--- config.mk ---
export PLATFORM = sky130hd
export DESIGN_NAME = mciir_regs
export DESIGN_NICKNAME = d
export VERILOG_FILES = /design/src/sv/mciir_pkg.sv /design/src/sv/mciir_regs.sv
export SDC_FILE = /design/constraint.sdc
export NUM_CORES = 1
export LEC_CHECK = 0
export BUFFER_PORTS_ARGS = -buffer_cell sky130_fd_sc_hd__buf_2
export CORE_UTILIZATION = 46
export CTS_CLUSTER_DIAMETER = 80
export DETAILED_ROUTE_END_ITERATION = 8
export GPL_TIMING_DRIVEN = 1
export PLACE_DENSITY_LB_ADDON = 0.1
export SLEW_MARGIN = 20
export SYNTH_ARGS = -nofsm -noshare
export SYNTH_HDL_FRONTEND = slang
export SYNTH_SLANG_ARGS = --single-unit
--- constraint.sdc ---
create_clock -name clk -period 0.8 [get_ports clk]
set_input_delay 0.08 -clock clk [delete_from_list [all_inputs] [get_ports clk]]
set_output_delay 0.08 -clock clk [all_outputs]
set_load 0.05 [all_outputs]
--- src/sv/mciir_pkg.sv ---
// Shared types and constants for the multichannel IIR filter.
// No dependencies.
package mciir_pkg;

	localparam int REG_BITS     = 24;
	localparam int STATE_BITS   = 48;
	localparam int CHAN_BITS    = 3;
	localparam int CFG_IDX_BITS = 3;

	typedef enum logic [CFG_IDX_BITS-1:0] {
		REG_GAIN,
		REG_B0,
		REG_B1,
		REG_B2,
		REG_A1,
		REG_A2
	} reg_idx_t;

	typedef logic signed [REG_BITS-1:0]   coef_word_t;
	typedef logic signed [STATE_BITS-1:0] state_word_t;

	typedef struct packed {
		coef_word_t gain;
		coef_word_t b0;
		coef_word_t b1;
		coef_word_t b2;
		coef_word_t a1;
		coef_word_t a2;
	} coef_t;

endpackage

--- src/sv/mciir_regs.sv ---
// Gain and coefficient registers written through the configuration port.
// Depends on mciir_pkg.
module mciir_regs import mciir_pkg::*; #(
	parameter int COEF_FRAC_BITS = 20
) (
	input  logic                    clk,
	input  logic                    arst_n,
	input  logic                    wr_en,
	input  logic [CFG_IDX_BITS-1:0] wr_index,
	input  logic [REG_BITS-1:0]     wr_data,
	output coef_t                   coef
);

	localparam coef_word_t REG_ONE = REG_BITS'(64'd1 << COEF_FRAC_BITS);

	coef_t coef_q;

	always_ff @(posedge clk or negedge arst_n) begin
		if (!arst_n) begin
			coef_q <= '{gain: REG_ONE, b0: REG_ONE, default: '0};
		end else if (wr_en) begin
			case (reg_idx_t'(wr_index))
				REG_GAIN: coef_q.gain <= wr_data;
				REG_B0:   coef_q.b0   <= wr_data;
				REG_B1:   coef_q.b1   <= wr_data;
				REG_B2:   coef_q.b2   <= wr_data;
				REG_A1:   coef_q.a1   <= wr_data;
				REG_A2:   coef_q.a2   <= wr_data;
				default:  coef_q      <= coef_q;
			endcase
		end
	end

	assign coef = coef_q;

endmodule

# After elaboration in Yosys (flattened, before gate mapping)
# Cells that the tools add are included.
# classes
n_reduce_logical	7
magnitude_cmp	0
bitwise	0
eq_ne	5
mul	0
div_mod_pow	0
n_mux	0
shift	0
add_sub_neg	0
# ops
cell	count
$reduce_and 2->1	6
$eq 3x2->1 const B	2
$eq 3x3->1 const B	2
$eq 3x1->1 const B	1
$logic_not 3->1	1
# totals
input_bits	30
reg_bits	144
mem_count	0
ramBits	0
latchBits	0
romBits	0
elab_cells	18

# Longest topological paths before layout
# depth
depth_word	2
depth_mapped	5

# Worst setup path before layout
# OpenSTA, ideal clock, no wires.
# synth_path
path_type	input-to-reg
from	in wr_index[0]
to	reg coef_q, in the netlist coef[120]
arrival_ps	1128
setup_ps	125
required_time_ps	675
slack_ps	-453
path_stages	4
path_cell_list	buf_6 > nor4b_4 > buf_6 > mux2_4
# synth_via
elab_chain_cells	2
# synth_lines
element	line_no	source
start, declared	mciir_regs.sv:9	input logic [CFG_IDX_BITS-1:0] wr_index,
$logic_not 3->1	mciir_regs.sv:22	case (reg_idx_t'(wr_index))
$reduce_and 2->1 (no line)	-	
end signal, assigned	mciir_regs.sv:29	default: coef_q <= coef_q;
end, declared	mciir_regs.sv:16	coef_t coef_q;
# Every way passes these cells.
# A chain may end at the register's enable or synchronous reset.

# Final worst setup path
# layout_path
from	reg coef_q, in the netlist coef[140]
to	out coef[140] in the netlist's numbering
# layout_lines
element	line_no	source
end, declared	mciir_regs.sv:11	output coef_t coef
# No word-level cell between the ends.

==> reports/summary.md <==
Counting distinct cell types in the post-synthesis netlist gives 10. The run finished, with violations left. 0 antenna diodes ended up in the layout. In this run the worst hold path is classified as input pin to asynchronous set/reset pin. The run gives 220 as the number of setup violations in the final report. The kind of critical path was flop to output port. The vias after detailed routing was 3806; the first-pass iteration count of the detailed router was 4. Averaged over all synthesized cells, the footprint is 18.36 sq um. Count of buffering cells on the critical path with inverters included: 1. First element of the critical path: coef[140].

The logs give 310 for the post-synthesis instance total and 340 for the post-synth net total. The number of antenna violations at the first check in global routing came out at 0. The final estimated routing congestion in global placement was 0.7205; the worst-path maximum fanout was 2.

Based on the critical path, the design can be clocked at up to 837.8 MHz. The type of element launching the critical path was a flop. The average wire per standard cell was 20.20 microns; the number of routed nets with antenna violations was 0. For the worst setup path, the data arrival time is 1110 ps. The critical path's top delay family is flip-flops. The synthesis-to-layout area growth works out to 72.53%.

By area, the combinational part of the netlist is dominated by multiplexers. The pin count of the biggest net entering global routing is 37, and the power per cell area is 3294 nW/um^2. At the pin with the least slew margin, the transition time is 287.4 ps. Max capacitance violation total: 0.

Of the post-synthesis cell area, the dominant cell type holds 62.42%. The number of global-route vias before repair is 4153. The analysis attributes to net switching a power of 12.07 mW.

The adder-cell area share of the yosys netlist is 0%, and the maximum count of clock buffers along a single path is 2. The logs give 4.689 nW for the static leakage and 15820 microns for the detailed-route wire length. In the global route stage, met2 resource usage came out at 43.07%. After global routing the overflow that remains totals 0.

The x dimension of the die came out at 113.2 microns. After layout, the minimum clock period comes to 1194 ps. The tools report the sequential area share after synthesis as 63.34%.

The run gives 81.43% as the core utilization of the finished layout. The library cell occupying the most area in the post-synthesis netlist is sky130_fd_sc_hd__dfrtp_1. Setup repair after global routing could not meet its margin everywhere.

The design internal power was 20.28 mW. The flip-flop count of the largest register after layout works out to 144. Counting the buffers created by CTS gives 17. The fraction of power consumed by the clock network is 23.5%. The headroom to the max-slew limit is 80.84%. In this run the count of I/O pins placed on the die edge is 174. The tools report the count of standard-cell rows as 40.

Counting every sink on the clock net gives 144. The largest single stage delay on the critical path is 550 ps. The number of synthesized register bits came out at 144. Of the total power, combinational logic draws 44.2%. The number of design-rule violations left by the first detailed-router iteration came out at 126. The run gives 12060 sq um as the core region area. Global routing consumed, on the met1 layer, 31.07% of the routing resources. Global routing consumed, over all layers together, 25.67% of the routing resources.

Count of final hold-check violations: 0. The sum of negative setup slack is -44180 ps. Detailed placement ended at an HPWL of 8472 microns.

For the final worst-path setup slack, the log shows -393.6 ps. The simple-gate area share of the yosys netlist is 1.604%, and the final design area excluding fillers is 9822 sq um. The cell at the root of the clock tree is sky130_fd_sc_hd__clkbuf_16. met2 is the most crowded layer. The clock-pin slew on the worst setup and hold paths is 50 ps. The average vias per placed instance is 4.861. The logs give 0 for the number of remaining DRC errors and 0 for the number of pins with negative max-slew slack in the final report.

TritonCTS built the clock tree. The global-route wire length before repair is 24040 microns, and the sequential cell fraction of total power is 32.3%. The die covers 12820 sq um. In the global route stage, met3 resource usage came out at 7.927%.

The final net count was 632; the post-synthesis cell area was 5693 sq um. By area the synthesized netlist is led by sky130_fd_sc_hd__dfrtp_1, sky130_fd_sc_hd__mux2_4, sky130_fd_sc_hd__mux2_2. During synthesis, Yosys emitted a total of 0 warnings. The synthesized netlist devotes 0% of its cell area to XOR and XNOR gates. The tools report the count of H-tree levels built during CTS as 4.

Measured along the y axis, the die boundary spans 113.2 microns. Of the total power, the share spent switching nets is 37.32%. The setup clock skew after layout is 0 ps, and the cell area reported after detailed placement is 7197 sq um. Fraction of the cycle the final worst path needs: 149.2%. The compound-cell area share of the yosys netlist was 0%. The critical path goes through buf_8. The design draws 32.35 mW.

The cell type of the slowest stage on the worst timing path was sky130_fd_sc_hd__dfstp_2. The share of final-layout standard cells stronger than drive strength 1 was 81.63%. The worst setup path is captured at an output port. Once the floorplan was initialized, standard cells occupied 47.20% of the core. Data on the critical path is required at its endpoint by 720 ps. VDD sags by at most 1.976 mV. Quantity of I/O buffers inserted on ports: 173.

In this run the critical register-to-register path is launched from coef[138]. The clock latency of the later-clocked register in the worst-skew pair was 410 ps. Measured against the total synthesized area, the mux share comes to 32.44%. The checks that failed: setup timing.
## final timing paths
path / endpoint / slack, ps / depth (start not counted)
min: coef[94] / 100 / 2
min reg2reg: coef[0] / 530 / 1
max: coef[140] / -390 / 1
min in group clk: coef[65] / 290 / 4
max reg2reg: coef[138] / -140 / 2
max in group asynchronous: coef[73] / 180 / 3
## Yosys cell counts, drive strengths merged
cell / instances
and4bb: 3
buf: 16
dfrtp: 142
dfstp: 2
mux2: 144
nand4b: 2
nor4b: 1
## cell families (layout without fill, tap and decap cells)
group                  count (synthesis)  after routing
buffers and inverters                 16            321
flip-flops                           144            144
multiplexers                         144            144
AND/OR/NAND/NOR                        6              6
## timing repair
item                                    CTS  global route
cloned                                    4             0
pin swaps                                 3             1
resized for setup                       320            67
setup buffers                            48            37
hold buffers                             25             0
endpoints found under the setup margin  197           243
endpoints found under the hold margin   286             0
## power groups by stage
stage,Combinational (mW),Clock [mW],Sequential [mW]
finish,14.3,7.59,10.5
global route,14.8,8.04,10.6
CTS,13.5,7.68,10.3
detailed placement,10.5,0,9.99
global placement,10.4,0,9.95
floorplan,2.20,0,15.7
## routing by layer
| metal | wire length [microns] | vias to the layer above | share of wire [%] |
|---|---|---|---|
| li1 | - | 1684 | - |
| met1 | 6469 | 1955 | 41 |
| met2 | 7967 | 136 | 50 |
| met3 | 979 | 31 | 6.2 |
| met4 | 402 | 0 | 2.5 |
| met5 | 0 | - | 0 |
## final cells by class
cell class	instances	area [sq um]
Clock buffer	25	475.5
Fill cell	586	2240
Tap cell	168	210.2
Sequential cell	144	3681
Multi-Input combinational cell	150	2182
Clock inverter	7	85.08
Timing Repair Buffer	289	3188
## cell usage in the layout (no fill, tap or decap)
cell / netlist / routed
sky130_fd_sc_hd__buf_6: 11 / 182
sky130_fd_sc_hd__mux2_2: 76 / 20
sky130_fd_sc_hd__bufinv_16: 0 / 2
sky130_fd_sc_hd__clkbuf_16: 0 / 17
sky130_fd_sc_hd__dfrtp_1: 142 / 82
sky130_fd_sc_hd__buf_16: 0 / 3
sky130_fd_sc_hd__clkbuf_1: 0 / 6
sky130_fd_sc_hd__buf_2: 5 / 25
sky130_fd_sc_hd__dfrtp_2: 0 / 60
sky130_fd_sc_hd__dlygate4sd3_1: 0 / 25
sky130_fd_sc_hd__clkbuf_8: 0 / 2
sky130_fd_sc_hd__mux2_4: 60 / 124
sky130_fd_sc_hd__clkinv_2: 0 / 5
sky130_fd_sc_hd__buf_8: 0 / 10
sky130_fd_sc_hd__nand4b_2: 2 / 2
sky130_fd_sc_hd__buf_4: 0 / 28
sky130_fd_sc_hd__dfstp_2: 2 / 2
sky130_fd_sc_hd__and4bb_4: 0 / 1
sky130_fd_sc_hd__nor4b_4: 1 / 1
sky130_fd_sc_hd__and4bb_2: 0 / 2
sky130_fd_sc_hd__buf_12: 0 / 16
## metrics by stage
stage	hold WS [ps]	setup WS [ps]	cells
after floorplan	-215.6	-450.4	310
after global placement	-36.25	-487.6	656
after detailed placement	-32.51	-522.1	656
after CTS	90.30	-416.2	765
after global routing	103.1	-425.3	783
final	97.80	-393.6	783
No activity file was read; power rests on OpenSTA's default activity.
