==> config.mk <==
export PLATFORM = sky130hd
export DESIGN_NAME = mciir_mem
export DESIGN_NICKNAME = d
export VERILOG_FILES = /design/src/sv/mciir_pkg.sv /design/src/sv/mciir_mem.sv
export SDC_FILE = /design/constraint.sdc
export NUM_CORES = 1
export LEC_CHECK = 0
export ABC_CLOCK_PERIOD_IN_PS = 2400
export BUFFER_PORTS_ARGS = -buffer_cell sky130_fd_sc_hd__buf_4
export CORE_MARGIN = 4
export CORE_UTILIZATION = 60
export CTS_CLUSTER_DIAMETER = 50
export DETAILED_ROUTE_END_ITERATION = 8
export GPL_ROUTABILITY_DRIVEN = 1
export GPL_TIMING_DRIVEN = 0
export PLACE_DENSITY_LB_ADDON = 0.15
export SLEW_MARGIN = 20
export SYNTH_ARGS = -nofsm -noshare
export SYNTH_HDL_FRONTEND = slang
export SYNTH_SLANG_ARGS = --single-unit
==> constraint.sdc <==
create_clock -name clk -period 2.4 [get_ports clk]
set_input_delay 0.48 -clock clk [delete_from_list [all_inputs] [get_ports clk]]
set_output_delay 0.48 -clock clk [all_outputs]
set_load 0.005 [all_outputs]
==> src/sv/mciir_pkg.sv <==
// Shared types and constants for the multichannel IIR filter.
// No dependencies.
package mciir_pkg;

	localparam int REG_BITS     = 24;
	localparam int STATE_BITS   = 48;
	localparam int CHAN_BITS    = 3;
	localparam int CFG_IDX_BITS = 3;

	typedef enum logic [CFG_IDX_BITS-1:0] {
		REG_GAIN,
		REG_B0,
		REG_B1,
		REG_B2,
		REG_A1,
		REG_A2
	} reg_idx_t;

	typedef logic signed [REG_BITS-1:0]   coef_word_t;
	typedef logic signed [STATE_BITS-1:0] state_word_t;

	typedef struct packed {
		coef_word_t gain;
		coef_word_t b0;
		coef_word_t b1;
		coef_word_t b2;
		coef_word_t a1;
		coef_word_t a2;
	} coef_t;

endpackage

==> src/sv/mciir_mem.sv <==
// Delay line memory: one row per channel, registered read.
// Per-row valid bits flag unwritten rows on rd_valid after reset; the reader takes them as zero.
module mciir_mem import mciir_pkg::*; #(
	parameter int DEPTH = 8,
	parameter int WIDTH = 96,
	parameter int AW    = 3
) (
	input  logic             clk,
	input  logic             arst_n,
	input  logic             rd_en,
	input  logic [AW-1:0]    rd_addr,
	output logic [WIDTH-1:0] rd_data,
	output logic             rd_valid,
	input  logic             wr_en,
	input  logic [AW-1:0]    wr_addr,
	input  logic [WIDTH-1:0] wr_data
);

	logic [WIDTH-1:0] mem_q [DEPTH];
	logic [WIDTH-1:0] rd_data_q;
	logic [DEPTH-1:0] vld_q;
	logic             rd_valid_q;

	always_ff @(posedge clk) begin
		if (wr_en) begin
			mem_q[wr_addr] <= wr_data;
		end
		if (rd_en) begin
			rd_data_q <= mem_q[rd_addr];
		end
	end

	always_ff @(posedge clk or negedge arst_n) begin
		if (!arst_n) begin
			vld_q      <= '0;
			rd_valid_q <= 1'b0;
		end else begin
			if (wr_en) begin
				vld_q[wr_addr] <= 1'b1;
			end
			if (rd_en) begin
				rd_valid_q <= vld_q[rd_addr];
			end
		end
	end

	assign rd_data  = rd_data_q;
	assign rd_valid = rd_valid_q;

endmodule

==> Word-level counts from Yosys, hierarchy flattened <==
Memories as Yosys holds them, arrays and structs flattened. A register that Yosys moved wholly into a read port is not among the register bits.
Index checks and enable logic that the tools add are counted.
W data, S select, Z words.
{ "classes": {"n_mux": 6, "magnitude_cmp": 3, "bitwise": 1, "reduce_logical": 1} }
{ "ops": {"columns": ["cell", "count"], "rows": [
  ["$lt A3 B4 Y1 const B", 2],
  ["$or A8 B8 Y8", 1],
  ["$mux W1", 4],
  ["$bmux W1 S3", 1],
  ["$demux W1 S3", 1],
  ["$ge A3 B1 Y1 const B", 1],
  ["$logic_and A1 B1 Y1", 1]
]} }
{ "totals": {"output_inout_bits": 97, "register_bits": 9, "memories": 1, "elab_cells": 14, "ramBits": 768, "in_bits": 106} }
{ "mem_list": {"columns": ["memory", "depth", "width", "rd", "rd_ports_with_merged_regs", "wr", "line_no", "rtl"], "rows": [
  ["mem_q", 8, 96, 1, 1, 1, "mciir_mem.sv:19", "logic [WIDTH-1:0] mem_q [DEPTH];"]
]} }

==> Logic depth before layout (Yosys ltp) <==
{ "depth": {"ltp_word": 5, "ltp_mapped": 6, "depth_no_buf": 3} }

==> Worst setup path before layout <==
Ideal clock, no wire load.
{ "synth_path": {"path_kind": "input port to flip-flop", "from": "input wr_addr[0]", "to": "register vld_q[0]", "arrival_time_ns": 7.850, "setup_ns": 0.106, "slack_ns": -5.556, "t_required_ns": 2.294, "stages": 3, "n_path_buf": 0, "cell_sequence": "nand2b_1 > nor3_1 > or2_2"} }
{ "synth_via": {"elab_chain_cells": 5, "elab_cells_between_ends": 6, "classes_between": "2 x order compare; 2 x mux; 1 x bitwise; 1 x reduce/logical"} }
{ "synth_lines": {"columns": ["item", "line_no", "rtl"], "rows": [
  ["start, declared", "mciir_mem.sv:15", "input logic [AW-1:0] wr_addr,"],
  ["$lt A3 B4 Y1 (not written as such) / $ge A3 B1 Y1 (equally long branches)", "mciir_mem.sv:39", "vld_q[wr_addr] <= 1'b1;"],
  ["$logic_and A1 B1 Y1 (not written as such)", "mciir_mem.sv:39", null],
  ["$mux W1 (not written as such)", "mciir_mem.sv:39", null],
  ["$demux W1 S3 (*)", "mciir_mem.sv:39", null],
  ["$or A8 B8 Y8 (no source line) (*)", null, null],
  ["end signal, assigned", "mciir_mem.sv:35", "vld_q <= '0;"],
  ["end signal, assigned by index", "mciir_mem.sv:39", null],
  ["end, declared", "mciir_mem.sv:21", "logic [DEPTH-1:0] vld_q;"]
]} }
Every way passes the cells marked *; elsewhere a longest branch is shown, timed or not.
A chain may end at the register's enable or synchronous reset.

==> Final worst setup path <==
{ "layout_path": {"from": "input rd_addr[2]", "to": "register rd_data_q[87] (netlist: rd_data[87]) (read register of mem_q) (data pin)"} }
{ "layout_rtl": {"columns": ["item", "line_no", "rtl"], "rows": [
  ["start, declared", "mciir_mem.sv:11", "input logic [AW-1:0] rd_addr,"],
  ["end, declared", "mciir_mem.sv:20", "logic [WIDTH-1:0] rd_data_q;"]
]} }
No word-level cell between the ends.

==> Implementation_results.wiki <==
{| class="wikitable"
! Metric !! Value
|-
| Status || finished clean
|-
| Reported leakage power || 0.0127 uW
|-
| Post-Syn Nets || 1349
|-
| Number of hold buffers added after cts || 1
|-
| CP Data Arrival Time || 2.63 ns
|-
| Post-route worst hold slack || 0.0901 ns
|-
| Synth Warn # || 0
|-
| Layout cells sized above 1 || 42.7%
|-
| Max Fanout on Critical Path || 10
|-
| Non-filler instance count after layout || 2345
|-
| Switching portion of total power || 20.0%
|-
| Placement row count || 84
|-
| Non-Filler Cell Area, Final || 0.0385 sq mm
|-
| Max stage delay on crit path || 0.63 ns
|-
| Power density cells || 839 mW/mm^2
|-
| Global-route wire length before repair || 96400 microns
|-
| Pin count of the biggest net entering global routing || 56
|-
| Instance count of the mapped netlist || 1243
|-
| WL final || 64000 microns
|-
| Number of buffers created by CTS || 86
|-
| Crit path cell chain || clkbuf_1 > buf_2 > buf_1 > mux2_2
|-
| Share of total power in sequential cells || 54.4%
|-
| Clock Skew || 0.0184 ns
|-
| Classification of the worst setup path || in -> reg
|-
| Slew HR || 42.5%
|-
| CTS tree || built
|-
| Number of failing hold endpoints at the final stage || 0
|-
| Minimum period implied by the final worst setup slack || 2.27 ns
|-
| Post-Route Setup TNS || 0 ns
|-
| CTS Buffer Depth || 3
|-
| Number of violations of the max-capacitance limit || 0
|-
| Detailed-routing iteration count for the pre-antenna-repair pass || 5
|-
| Synthesized area divided by synthesized cell count || 25.8 sq um
|-
| Comb power frac || 5.8%
|-
| Clock transition at the register clock pins on the worst setup and hold paths after CTS || 0.06 ns
|-
| Final clock period utilization by the worst path || 94.6%
|-
| Weighted congestion reported at the end of routability-driven placement || 0.716
|-
| Layout-stage area growth over the synthesis result || 20.0%
|-
| Global-route congestion overflow total || 0
|-
| Max rail drop VDD || 0.000737 V
|-
| Vias per Instance || 6.03
|-
| Number of top-level design ports || 203
|-
| Area of the die || 0.0573 sq mm
|-
| Chip Height || 239 microns
|-
| Number of synthesized register bits || 873
|-
| Netlist area before placement || 0.0321 sq mm
|-
| Placed Instance Area || 0.0358 sq mm
|-
| Category of the worst setup path capture point || flip-flop
|-
| Clock Power Share || 39.9%
|-
| Fill cell total of the finished layout || 2942
|-
| Number of antenna violations at the first check in global routing || 6
|-
| Die span in x || 239 microns
|-
| Postcts setup bufs || 0
|-
| Half-perimeter wire length after detailed placement || 40300 microns
|-
| Number of global-route vias before repair || 15003
|-
| # clock sinks || 873
|-
| Maximum clock rate || 0.440 GHz
|-
| Port Buf Inserts || 199
|-
| RSZ-0062 raised after global routing || false
|-
| Clock root buffer master || clkbuf_16
|-
| Internal power consumption || 25800 uW
|-
| Worst-margin pin slew || 0.863 ns
|-
| Routed length per instance || 27.3 microns
|-
| Initial Util || 60.8%
|-
| Cell total after placement || 2184
|-
| Endpoint required time on the critical path || 2.76 ns
|-
| Iter 0 DRT Violations || 1232
|-
| H-tree levels || 3
|-
| Antenna Violating Nets Remaining || 0
|-
| Switching power || 6470 uW
|-
| Core Area || 0.0528 sq mm
|-
| Setup violation total in the final timing report || 0
|-
| Source-to-sink clock delay at the later pin of the worst-skew pair || 0.62 ns
|-
| Number of nets in the layout || 1691
|-
| Type of the tightest min-delay check || in -> reg
|-
| Max-slew violation total from the final report || 0
|-
| Worst-path cell with the longest stage delay || clkbuf_1
|-
| Overall fraction of global-route tracks in use || 23.1%
|-
| Total of cells resized after clock tree synthesis || 0
|-
| Residual DRC count || 0
|-
| Number of distinct library cells after synthesis || 17
|-
| Part of the Yosys area used for sequential elements || 81.5%
|-
| Via Count || 14148
|-
| Startpoint types || primary input
|-
| Core occupancy in the finished layout || 73.0%
|}
metal layers:
layer | routed length [microns] | track usage, % | vias to the layer above | part of all wire, %
met5 | 42 | 0 | - | 0.066
met2 | 32600 | 37.7 | 451 | 51
met3 | 3920 | 4.23 | 75 | 6.1
met4 | 1150 | 6.26 | 6 | 1.8
met1 | 26300 | 33.3 | 7573 | 41
li1 | - | - | 6043 | -
synth_stat cells (all sizes together):
| cell type | instances | share of area (%) |
|---|---|---|
| mux2i | 5 | 0.16 |
| nand2 | 2 | 0.023 |
| mux4 | 193 | 14 |
| edfxtp | 864 | 81 |
| or2 | 8 | 0.16 |
| buf | 37 | 0.86 |
| nand2b | 3 | 0.058 |
| nor2 | 6 | 0.070 |
| dfrtp | 9 | 0.70 |
| mux2 | 96 | 3.4 |
| nor3 | 2 | 0.031 |
| inv | 1 | 0.012 |
| clkbuf | 17 | 0.20 |
state kept, by name (all words and copies together) (netlist names):
name,cells
vld_q,8
rd_data,96
mem_q,768
rd_valid,1
through the flow:
stage,setup slack [ns],power (uW)
6_report,0.130,32300
5_1_grt,0.0523,33400
4_1_cts,0.0457,32600
3_5_place_dp,-0.604,19800
3_3_place_gp,-3.50,19600
2_1_floorplan,-1.03,18800
worst paths after layout:
kind / from / to / slack (ns) / depth (start not counted)
setup / recovery: rd_addr[2] / rd_data[87]$_DFFE_PP_ / 0.13 / 4
hold reg to reg: vld_q[3]$_DFFE_PN0P_ / vld_q[3]$_DFFE_PN0P_ / 0.47 / 1
max in group asynchronous: arst_n / vld_q[6]$_DFFE_PN0P_ / 1.95 / 2
hold / removal: wr_data[54] / mem_q[0][54]$_DFFE_PP_ / 0.09 / 1
min in group asynchronous: arst_n / vld_q[5]$_DFFE_PN0P_ / 0.31 / 2
setup reg to reg: mem_q[3][62]$_DFFE_PP_ / rd_data[62]$_DFFE_PP_ / 0.99 / 2
power by group through the flow:
stage	clock network, uW	logic (uW)	registers (uW)
after detailed placement	0	1890	17900
after global routing	13800	2010	17600
after global placement	0	1720	17900
final	12900	1870	17600
after floorplan	0	917	17900
after CTS	13100	1910	17600
layout by cell type (no fill, tap or decap), types with 2 or more instances in the layout:
cell	count
mux2i_1	5
clkinvlp_4	4
buf_16	28
nor3_4	2
edfxtp_1	864
inv_6	6
mux2_2	96
clkinv_2	10
dfrtp_1	9
buf_4	199
clkbuf_1	42
diode_2	3
buf_12	10
bufinv_16	5
clkbuf_16	89
buf_2	8
clkinv_1	13
or2_2	8
buf_1	12
nor2_4	6
buf_8	16
clkbuf_8	3
buf_6	17
mux4_2	193
nand2b_4	3
worst max-delay path, delay by kind of cell:
kind / cells / cell delay [ns]
buffers and inverters: 3 / 1.71
muxes: 1 / 0.43
cell type report:
class | instances | area (sq um) | share of cell area [%]
flip-flops and latches | 873 | 26200 | 68.0
diodes | 3 | 7.51 | 0.0195
multi-input cells | 315 | 5700 | 14.8
plain buffers | 54 | 340 | 0.884
clock buffers | 117 | 2360 | 6.13
repair buffers | 254 | 2720 | 7.05
inverters | 1 | 3.75 | 0.00975
well taps | 688 | 861 | 2.24
clock inverters | 40 | 352 | 0.913
kinds of logic (layout without fill, tap and decap cells):
kind of cell  count (synthesis)  count (layout)  share of synthesized area, %
flops                       873             873                          81.5
mux                         294             294                          17.1
buf+inv                      55             466                          1.07
simple gates                 21              21                         0.339
other cells                   0               3                             0
Note: power is estimated with default switching activity, not from simulation.
