**src/sv/mciir_pkg.sv**
```systemverilog
// Shared types and constants for the multichannel IIR filter.
// No dependencies.
package mciir_pkg;

	localparam int REG_BITS     = 24;
	localparam int STATE_BITS   = 48;
	localparam int CHAN_BITS    = 3;
	localparam int CFG_IDX_BITS = 3;

	typedef enum logic [CFG_IDX_BITS-1:0] {
		REG_GAIN,
		REG_B0,
		REG_B1,
		REG_B2,
		REG_A1,
		REG_A2
	} reg_idx_t;

	typedef logic signed [REG_BITS-1:0]   coef_word_t;
	typedef logic signed [STATE_BITS-1:0] state_word_t;

	typedef struct packed {
		coef_word_t gain;
		coef_word_t b0;
		coef_word_t b1;
		coef_word_t b2;
		coef_word_t a1;
		coef_word_t a2;
	} coef_t;

endpackage

```
**src/sv/mciir_core.sv**
```systemverilog
// Sequencer and datapath: gain, output tap and per-tap state update
// over two shared multipliers; reads and writes back the channel row.
module mciir_core import mciir_pkg::*; #(
	parameter int CHANNELS       = 8,
	parameter int ORDER          = 2,
	parameter int SAMPLE_BITS    = 24,
	parameter int COEF_FRAC_BITS = 20,
	parameter int AW             = 3
) (
	input  logic                          clk,
	input  logic                          arst_n,
	input  coef_t                         coef,
	input  logic                          in_valid,
	output logic                          in_stall,
	input  logic [CHAN_BITS-1:0]          channel,
	input  logic signed [SAMPLE_BITS-1:0] sample_in,
	output logic                          out_valid,
	input  logic                          out_stall,
	output logic [CHAN_BITS-1:0]          channel_out,
	output logic signed [SAMPLE_BITS-1:0] sample_out,
	output logic                          saturated,
	output logic                          rd_en,
	output logic [AW-1:0]                 rd_addr,
	input  logic [ORDER*STATE_BITS-1:0]   rd_data,
	input  logic                          rd_valid,
	output logic                          wr_en,
	output logic [AW-1:0]                 wr_addr,
	output logic [ORDER*STATE_BITS-1:0]   wr_data
);

	localparam int S     = SAMPLE_BITS;
	localparam int XB    = SAMPLE_BITS + 4;
	localparam int PB    = XB + REG_BITS;
	localparam int PA    = SAMPLE_BITS + REG_BITS;
	localparam int ACC_W = ((PB > STATE_BITS) ? PB : STATE_BITS) + 2;
	localparam int JW    = (ORDER > 1) ? $clog2(ORDER) : 1;
	localparam logic signed [ACC_W-1:0] RND = ACC_W'(1) << (COEF_FRAC_BITS - 1);

	typedef enum logic [2:0] {
		ST_IDLE,
		ST_GAIN,
		ST_X,
		ST_ACC,
		ST_Y,
		ST_MUL,
		ST_SUM
	} state_t;

	function automatic logic [AW-1:0] chan_mod(input logic [CHAN_BITS-1:0] ch);
		logic [AW-1:0] r;
		r = '0;
		for (int k = 0; k < 2**CHAN_BITS; k++) begin
			if (ch == CHAN_BITS'(k)) begin
				r = AW'(k % CHANNELS);
			end
		end
		return r;
	endfunction

	state_t                  state_q;
	logic [JW-1:0]           jj_q;
	logic                    fwd_q;
	logic                    out_valid_q;
	logic [CHAN_BITS-1:0]    channel_out_q;
	logic signed [S-1:0]     sample_out_q;
	logic                    saturated_q;

	logic [CHAN_BITS-1:0]    ch_q;
	logic [AW-1:0]           idx_q;
	logic signed [S-1:0]     sample_q;
	logic signed [XB-1:0]    x_q;
	logic signed [S-1:0]     y_q;
	logic signed [PB-1:0]    prod_b_q;
	logic signed [PA-1:0]    prod_a_q;
	state_word_t             zrow_q [ORDER];

	logic                    accept;
	logic                    last_j;
	logic                    y_go;
	logic signed [XB-1:0]    mul_l;
	coef_word_t              mul_r;
	coef_word_t              b_sel;
	coef_word_t              a_sel;
	logic signed [PB-1:0]    mul_b;
	logic signed [PA-1:0]    mul_a;
	logic signed [ACC_W-1:0] x_rnd;
	logic                    x_ovf;
	logic signed [XB-1:0]    x_sat;
	logic signed [ACC_W-1:0] y_rnd;
	logic                    y_ovf;
	logic signed [S-1:0]     y_sat;
	logic signed [ACC_W-1:0] z_in;
	logic signed [ACC_W-1:0] z_sum;
	logic                    z_ovf;
	state_word_t             z_new;
	state_word_t             row_next [ORDER];
	state_word_t             row_rd [ORDER];

	assign last_j   = (jj_q == JW'(ORDER - 1));
	assign in_stall = !((state_q == ST_IDLE) || ((state_q == ST_SUM) && last_j));
	assign accept   = in_valid && !in_stall;
	assign y_go     = (state_q == ST_Y) && (!out_valid_q || !out_stall);

	always_comb begin
		b_sel = '0;
		a_sel = '0;
		if (jj_q == JW'(0)) begin
			b_sel = coef.b1;
			a_sel = coef.a1;
		end else if (jj_q == JW'(1)) begin
			b_sel = coef.b2;
			a_sel = coef.a2;
		end
	end

	always_comb begin
		case (state_q)
			ST_GAIN: begin
				mul_l = XB'(sample_q);
				mul_r = coef.gain;
			end
			ST_ACC: begin
				mul_l = x_q;
				mul_r = coef.b0;
			end
			ST_MUL: begin
				mul_l = x_q;
				mul_r = b_sel;
			end
			default: begin
				mul_l = '0;
				mul_r = '0;
			end
		endcase
	end

	assign mul_b = mul_l * mul_r;
	assign mul_a = y_q * a_sel;

	assign x_rnd = (ACC_W'(prod_b_q) + RND) >>> COEF_FRAC_BITS;
	assign x_ovf = !((&x_rnd[ACC_W-1:XB-1]) || !(|x_rnd[ACC_W-1:XB-1]));
	assign x_sat = x_ovf ? {x_rnd[ACC_W-1], {(XB-1){~x_rnd[ACC_W-1]}}} : x_rnd[XB-1:0];

	assign y_rnd = (ACC_W'(prod_b_q) + ACC_W'(zrow_q[0]) + RND) >>> COEF_FRAC_BITS;
	assign y_ovf = !((&y_rnd[ACC_W-1:S-1]) || !(|y_rnd[ACC_W-1:S-1]));
	assign y_sat = y_ovf ? {y_rnd[ACC_W-1], {(S-1){~y_rnd[ACC_W-1]}}} : y_rnd[S-1:0];

	always_comb begin
		z_in = '0;
		for (int k = 0; k < ORDER - 1; k++) begin
			if (jj_q == JW'(k)) begin
				z_in = ACC_W'(zrow_q[k+1]);
			end
		end
	end

	assign z_sum = ACC_W'(prod_b_q) - ACC_W'(prod_a_q) + z_in;
	assign z_ovf = !((&z_sum[ACC_W-1:STATE_BITS-1]) || !(|z_sum[ACC_W-1:STATE_BITS-1]));
	assign z_new = z_ovf ? {z_sum[ACC_W-1], {(STATE_BITS-1){~z_sum[ACC_W-1]}}}
		: z_sum[STATE_BITS-1:0];

	always_comb begin
		for (int k = 0; k < ORDER; k++) begin
			row_next[k] = (jj_q == JW'(k)) ? z_new : zrow_q[k];
			row_rd[k]   = rd_valid ? rd_data[k*STATE_BITS +: STATE_BITS] : '0;
			wr_data[k*STATE_BITS +: STATE_BITS] = row_next[k];
		end
	end

	assign rd_en   = accept;
	assign rd_addr = chan_mod(channel);
	assign wr_en   = (state_q == ST_SUM) && last_j;
	assign wr_addr = idx_q;

	always_ff @(posedge clk or negedge arst_n) begin
		if (!arst_n) begin
			state_q       <= ST_IDLE;
			jj_q          <= '0;
			fwd_q         <= 1'b0;
			out_valid_q   <= 1'b0;
			channel_out_q <= '0;
			sample_out_q  <= '0;
			saturated_q   <= 1'b0;
		end else begin
			if (y_go) begin
				out_valid_q <= 1'b1;
			end else if (!out_stall) begin
				out_valid_q <= 1'b0;
			end
			case (state_q)
				ST_IDLE: begin
					if (in_valid) begin
						fwd_q   <= 1'b0;
						state_q <= ST_GAIN;
					end
				end
				ST_GAIN: state_q <= ST_X;
				ST_X:    state_q <= ST_ACC;
				ST_ACC:  state_q <= ST_Y;
				ST_Y: begin
					if (y_go) begin
						channel_out_q <= ch_q;
						sample_out_q  <= y_sat;
						saturated_q   <= y_ovf;
						jj_q          <= '0;
						state_q       <= ST_MUL;
					end
				end
				ST_MUL: state_q <= ST_SUM;
				ST_SUM: begin
					if (last_j) begin
						if (in_valid) begin
							fwd_q   <= (chan_mod(channel) == idx_q);
							state_q <= ST_GAIN;
						end else begin
							state_q <= ST_IDLE;
						end
					end else begin
						jj_q    <= JW'(jj_q + 1'b1);
						state_q <= ST_MUL;
					end
				end
				default: state_q <= ST_IDLE;
			endcase
		end
	end

	always_ff @(posedge clk) begin
		if (accept) begin
			ch_q     <= channel;
			idx_q    <= chan_mod(channel);
			sample_q <= sample_in;
		end
		if (state_q == ST_GAIN) begin
			prod_b_q <= mul_b;
			if (!fwd_q) begin
				zrow_q <= row_rd;
			end
		end
		if (state_q == ST_X) begin
			x_q <= x_sat;
		end
		if (state_q == ST_ACC) begin
			prod_b_q <= mul_b;
		end
		if (y_go) begin
			y_q <= y_sat;
		end
		if (state_q == ST_MUL) begin
			prod_b_q <= mul_b;
			prod_a_q <= mul_a;
		end
		if (state_q == ST_SUM) begin
			zrow_q <= row_next;
		end
	end

	assign out_valid   = out_valid_q;
	assign channel_out = channel_out_q;
	assign sample_out  = sample_out_q;
	assign saturated   = saturated_q;

endmodule

```
**config.mk**
```make
export PLATFORM = sky130hd
export DESIGN_NAME = mciir_core
export DESIGN_NICKNAME = d
export VERILOG_FILES = /design/src/sv/mciir_pkg.sv /design/src/sv/mciir_core.sv
export SDC_FILE = /design/constraint.sdc
export NUM_CORES = 2
export LEC_CHECK = 0
export BUFFER_PORTS_ARGS = -buffer_cell sky130_fd_sc_hd__buf_4
export CORE_UTILIZATION = 45
export CTS_CLUSTER_SIZE = 16
export DETAILED_ROUTE_END_ITERATION = 10
export PLACE_DENSITY_LB_ADDON = 0.2
export SYNTH_ARGS = -nofsm -noshare
export SYNTH_HDL_FRONTEND = slang
export SYNTH_SLANG_ARGS = --single-unit
export TNS_END_PERCENT = 5
```
**constraint.sdc**
```tcl
create_clock -name clk -period 8.3 [get_ports clk]
set_clock_uncertainty 0.2 [all_clocks]
set_input_delay 0.415 -clock clk [delete_from_list [all_inputs] [get_ports clk]]
set_output_delay 0.415 -clock clk [all_outputs]
set_load 0.05 [all_outputs]
```
Yosys cells after proc, flatten, opt, wreduce, memory -nomap -nowiden --
Index checks and enable logic that the tools add are counted.
Operators by class: reductions and logical operators 32, eq/ne operators 20, mux-type cells 42, bitwise logic cells 3, add/subtract/negate cells 6, multiply operators 2
Operators with widths (number):
- 96-bit 2-to-1 mux | 3
- 48-bit 2-to-1 mux | 5
- 52-bit 2-to-1 mux | 3
- 24-bit 2-to-1 mux | 3
- 24-bit one-hot mux with 3 select lines | 1
- 28-bit one-hot mux with 2 select lines | 1
- 53-bit by 21-bit adder with 54-bit output, second input constant | 1
- 53-bit by 54-bit adder with 54-bit output | 1
- 54-bit 2-to-1 mux | 1
- 52-bit by 21-bit adder with 53-bit output, second input constant | 1
- 52-bit by 48-bit adder with 53-bit output | 1
- 52-bit by 48-bit subtractor with 53-bit output | 1
- 28-bit by 24-bit multiplier with 52-bit output | 1
- 24-bit by 24-bit multiplier with 48-bit output | 1
- 3-bit 2-to-1 mux | 11
- 28-bit 2-to-1 mux | 1
- 3-bit equality test, second input constant | 7
- 3-bit one-hot mux with 7 select lines | 1
- 7-bit AND reduction | 2
- 7-bit OR reduction | 2
- 3-bit by 2-bit equality test with 1-bit output, second input constant | 4
- 11-bit AND reduction | 1
- 11-bit OR reduction | 1
- 1-bit 2-to-1 mux | 9
- 17 further kinds | 42
Storage, ports and cells: bits of input ports 272, bits in registers 312, word-level logic and storage cells 121

Longest topological paths before layout --
depth after elaboration 15, depth in mapped cells 36, depth with buffers taken out 32

Worst setup path after synthesis --
No wires, ideal clock.
path type register -> register, start register jj_q, end register prod_a_q[44] (data pin), path slack -800 ps, cell stages (with the launch flop) 31, clock period less this slack 9100 ps, required time 7839 ps, data arrival time 8640 ps, cell sequence dfrtp_1 > clkbuf_1 > clkbuf_1 > buf_1 > mux2i_1 > clkbuf_1 > nor2b_1 > fa_1 > inv_1 > fa_1 > inv_1 > fa_1 > inv_1 > fa_1 > fa_1 > fa_1 > inv_1 > fa_1 > ha_1 > a21o_1 > a21o_1 > a21o_1 > a21o_1 > a221o_1 > a41o_1 > a31o_2 > a41o_1 > nor2_1 > nor3_1 > o41a_1 > xor2_1
On the way: longest elaborated chain between the ends 2
Ends and longest elaborated chain:
- start, declared | line mciir_core.sv:61 | logic [JW-1:0] jj_q;
- start signal, assigned | line mciir_core.sv:219 | jj_q <= JW'(jj_q + 1'b1);
- 24-bit 2-to-1 mux | line mciir_core.sv:107 | if (jj_q == JW'(0)) begin
- 24-bit by 24-bit multiplier with 48-bit output | line mciir_core.sv:138 | assign mul_a = y_q * a_sel;
- net mul_a[44] | line mciir_core.sv:85 | logic signed [PA-1:0] mul_a;
- end signal, assigned | line mciir_core.sv:251 | prod_a_q <= mul_a;
- end, declared | line mciir_core.sv:74 | logic signed [PA-1:0] prod_a_q;
The timed path passes the listed nets, and every way through them passes these cells. A chain may end at the register's enable or synchronous reset.

Final worst setup path --
start register state_q[1], end register prod_b_q[51] (data pin)
On the way: longest elaborated chain between the ends 7
Ends and longest elaborated chain:
- start, declared | line mciir_core.sv:60 | state_t state_q;
- start signal, assigned | line mciir_core.sv:177 | state_q <= ST_IDLE;
- start signal, assigned | line mciir_core.sv:194 | state_q <= ST_GAIN;
- start signal, assigned | line mciir_core.sv:197 | ST_GAIN: state_q <= ST_X;
- 3-bit by 2-bit equality test with 1-bit output or 3-bit equality test (tied branches) | line mciir_core.sv:117 | case (state_q)
- 2-bit OR reduction (no source line)
- 28-bit one-hot mux with 2 select lines | line mciir_core.sv:117
- 28-bit by 24-bit multiplier with 52-bit output (*) | line mciir_core.sv:137 | assign mul_b = mul_l * mul_r;
- net mul_b[51] | line mciir_core.sv:84 | logic signed [PB-1:0] mul_b;
- 52-bit 2-to-1 mux | line mciir_core.sv:234 | if (state_q == ST_GAIN) begin
- 52-bit 2-to-1 mux | line mciir_core.sv:243 | if (state_q == ST_ACC) begin
- 52-bit 2-to-1 mux (*) | line mciir_core.sv:249 | if (state_q == ST_MUL) begin
- end signal, assigned | line mciir_core.sv:235 | prod_b_q <= mul_b;
- end signal, assigned | line mciir_core.sv:244 | prod_b_q <= mul_b;
- end signal, assigned | line mciir_core.sv:250 | prod_b_q <= mul_b;
- end, declared | line mciir_core.sv:73 | logic signed [PB-1:0] prod_b_q;
Mark *: on every way through the listed nets, which the timed path passes. The rest lies on a longest branch. The select of a mux whose other input is x is not followed.

==> impl_metrics.tcl <==
set metrics [dict create \
    outcome "finished with violations" \
    violations "setup timing" \
    slowest_delay_ns 0.52 \
    synth_edf_count 278 \
    met1_usage 0.4058 \
    layout-drive-gt1-share 0.1976 \
    die_h_um 389.8 \
    antenna_found_initial 4 \
    cts_tree "yes" \
    grt_pass1_wl_mm 359.1 \
    synth_nets 9323 \
    synth_area_leaders "fa_1 40%, edfxtp_1 12%, ha_1 8.0%" \
    synth_area_leader_cell "fa_1" \
    cp_data_arrival_time_ns 8.57 \
    die_area_um2 152000 \
    ys_ff_latch 312 \
    drv_slew 0 \
    cp_slowest_cell "fa_1" \
    place_congestion 1.011 \
    clk_latency_ns 0.66 \
    whs_ns 0.01728 \
    htree_num_levels 2 \
    grt_pass1_vias 57830 \
    final_core_util 0.5508 \
    drt_pass1_iterations 7 \
    path_common_cell "fa_1" \
    totalWireLength_mm 236.6 \
    hold_violations 0 \
    numCtsBuffers 42 \
    post-route-cell-area_um2 81820 \
    async_flop_share 0.1090 \
    final_nets 10250 \
    crit_fanout 12 \
    path_clk_slew_ns 0.08 \
    ff2ff_setup_slack_ns -0.06 \
    cp-end-kind "register" \
    start_util 0.4556 \
    slew_headroom 0.2075 \
    syn-cell-area_um2 67680 \
    maxCapViolations 0 \
    grt.met2_usage 0.5301 \
    ys_seq_area_frac 0.1359 \
    dieWidth_um 389.8 \
    max_freq_mhz 119.6 \
    nFillCells 13420 \
    vias 54650 \
    yosysWarnings 0 \
    num_io_pins 406 \
    min_path_type "primary input to register" \
    worstSetupPathType "register to register" \
    viasPerCell 5.343 \
    synthCells 7264 \
    drc 0 \
    synthToLayoutAreaGrowth_pct 20.88 \
    ant_nets 0 \
    crit_path_start_kind "register" \
    grt_max_degree 97 \
    portBuffers 405 \
    ys.flop_type "edfxtp_1" \
    clock_path_buffers 3 \
    dp_cells 9982 \
    setup_slack_ns -0.06228 \
    root_buffer "clkbuf_16" \
    synth_area_per_cell_um2 9.318 \
    grt_overflow 0 \
    core_area_um2 148500 \
    placed_cell_area_um2 77560 \
    rsz0062_at_grt "yes" \
    rows 141 \
    crit_required_ns 8.51 \
    yosys.area.top_type_share 0.4005 \
    setup_viol 4 \
    clock_sinks 312 \
    top_usage_layer "met2" \
    instances_no_fill 10230 \
    ys_types 94 \
    timing.final.crit_share 1.008 \
    grt_usage 0.3168 \
    tightest_slew_ns 1.185 \
    fin_crit_ns 8.362 \
    grtUsageMet3 0.05131 \
    dp_hpwl_mm 200.4 \
    first_iter_violations 4064 \
    wl_per_cell_um 23.13 \
]
-- kinds of logic after synthesis --
logic type / Yosys count / synth area share
AOI/OAI and AO/OA: 891 / 0.08718
buffers and inverters: 1796 / 0.1017
and+or+nand+nor: 2094 / 0.1384
DFF: 312 / 0.1359
xor gates and xnor gates: 211 / 0.02730
muxes: 173 / 0.02906
adders and majority gates: 1787 / 0.4805
-- layout make-up --
class,count,area [µm²],share of cell area
clock buffer,49,1097,0.01341
antenna,2,5.005,0.00006117
sequential,312,9205,0.1125
inverter,1440,5413,0.06616
tap,2002,2505,0.03062
timing repair buffer,1240,10590,0.1295
multi-input combinational,5156,52700,0.6441
clock inverter,28,301.5,0.003686
-- placed cells by master (no fill, tap or decap), types with 16 or more instances in the layout --
master            n
and2_1          148
a21oi_2          18
nand2_1         999
nor3_1           32
clkbuf_16        43
nand3_1         118
mux2_2           81
a21o_1          151
nor2b_1         149
edfxtp_1        278
buf_12           58
mux2_4           35
dlygate4sd3_1   113
inv_1          1426
fa_1           1324
dfrtp_1          31
buf_4          1030
a211oi_1         16
and3_1           23
xor2_1           67
o21ai_2          35
buf_6            27
fa_2             30
nor2_2           32
ha_1            418
nand4_1          44
nand2b_1         36
o22ai_1          23
or2_2            32
o21ai_0         129
xnor2_1         139
a31oi_1          20
mux2i_1          51
o21ai_1          24
o21bai_1         20
o211ai_1         35
a21oi_1         230
nor2_1          395
-- metrics by stage --
| step | setup WS [ns] | setup TNS (ns) |
|---|---|---|
| floorplan | -0.1130 | -0.1998 |
| global placement | -0.4447 | -3.841 |
| detailed placement | -0.3936 | -3.688 |
| CTS | -0.09986 | -0.4479 |
| global route | -0.3456 | -3.687 |
| finish | -0.06228 | -0.1655 |
-- cell usage after synthesis (29+ instances only) --
master,number
and2_1,157
nand2_1,1011
nor3_1,35
a21oi_1,250
inv_1,1439
xnor2_1,144
o22ai_1,29
o211ai_1,35
dfrtp_1,34
a21o_1,152
nor2_1,434
ha_1,433
xor2_1,67
edfxtp_1,278
nor2b_1,149
nand2b_1,38
nand4_1,44
mux2_2,92
nand3_1,121
clkbuf_1,303
fa_1,1354
o21ai_0,147
or2_2,32
o21ai_2,31
mux2i_1,57
-- final timing paths --
path,end,startpoint,cells after the start
max in group asynchronous,state_q[0],arst_n,2
min reg2reg,channel_out[2],ch_q[2],2
max reg2reg,prod_b_q[51],state_q[1],33
max,prod_b_q[51],state_q[1],33
min,zrow_q[91],rd_data[43],3
min in group asynchronous,channel_out[2],arst_n,2
-- layer usage --
metal  share of wire  vias up  wire, µm
met3           0.066      412     15530
met4           0.051        4     12170
li1                -    24470         -
met2            0.48     1797    114300
met1            0.40    27970     94510
met5        0.000097        -        23
-- worst max-delay path: cells and delay by family, from the launching register on --
family / cells / cell delay (ns)
compound gates: 10 / 1.70
xor+xnor: 1 / 0.07
fa+ha+maj: 8 / 3.75
buf+inv: 11 / 1.23
flops: 1 / 0.44
simple gates: 3 / 0.70
-- state kept, by name, indices dropped and copies added (netlist names), 24 cells and up --
name and cells:
sample_q 24, prod_a_q 48, sample_out 24, zrow_q 96, y_q 24, prod_b_q 52
x_q 28
-- timing repair --
| action | CTS | global route |
|---|---|---|
| hold buffers | 113 | 0 |
| endpoints found under the setup margin | 43 | 90 |
| buffers inserted | 35 | 16 |
| pin swaps | 97 | 59 |
| gates cloned | 6 | 1 |
| endpoints found under the hold margin | 149 | 0 |
| gates resized for setup | 163 | 129 |
Power is left out: the tool's default activity adds up to more than one toggle a clock period on the data nets, which glitch-free logic cannot reach.
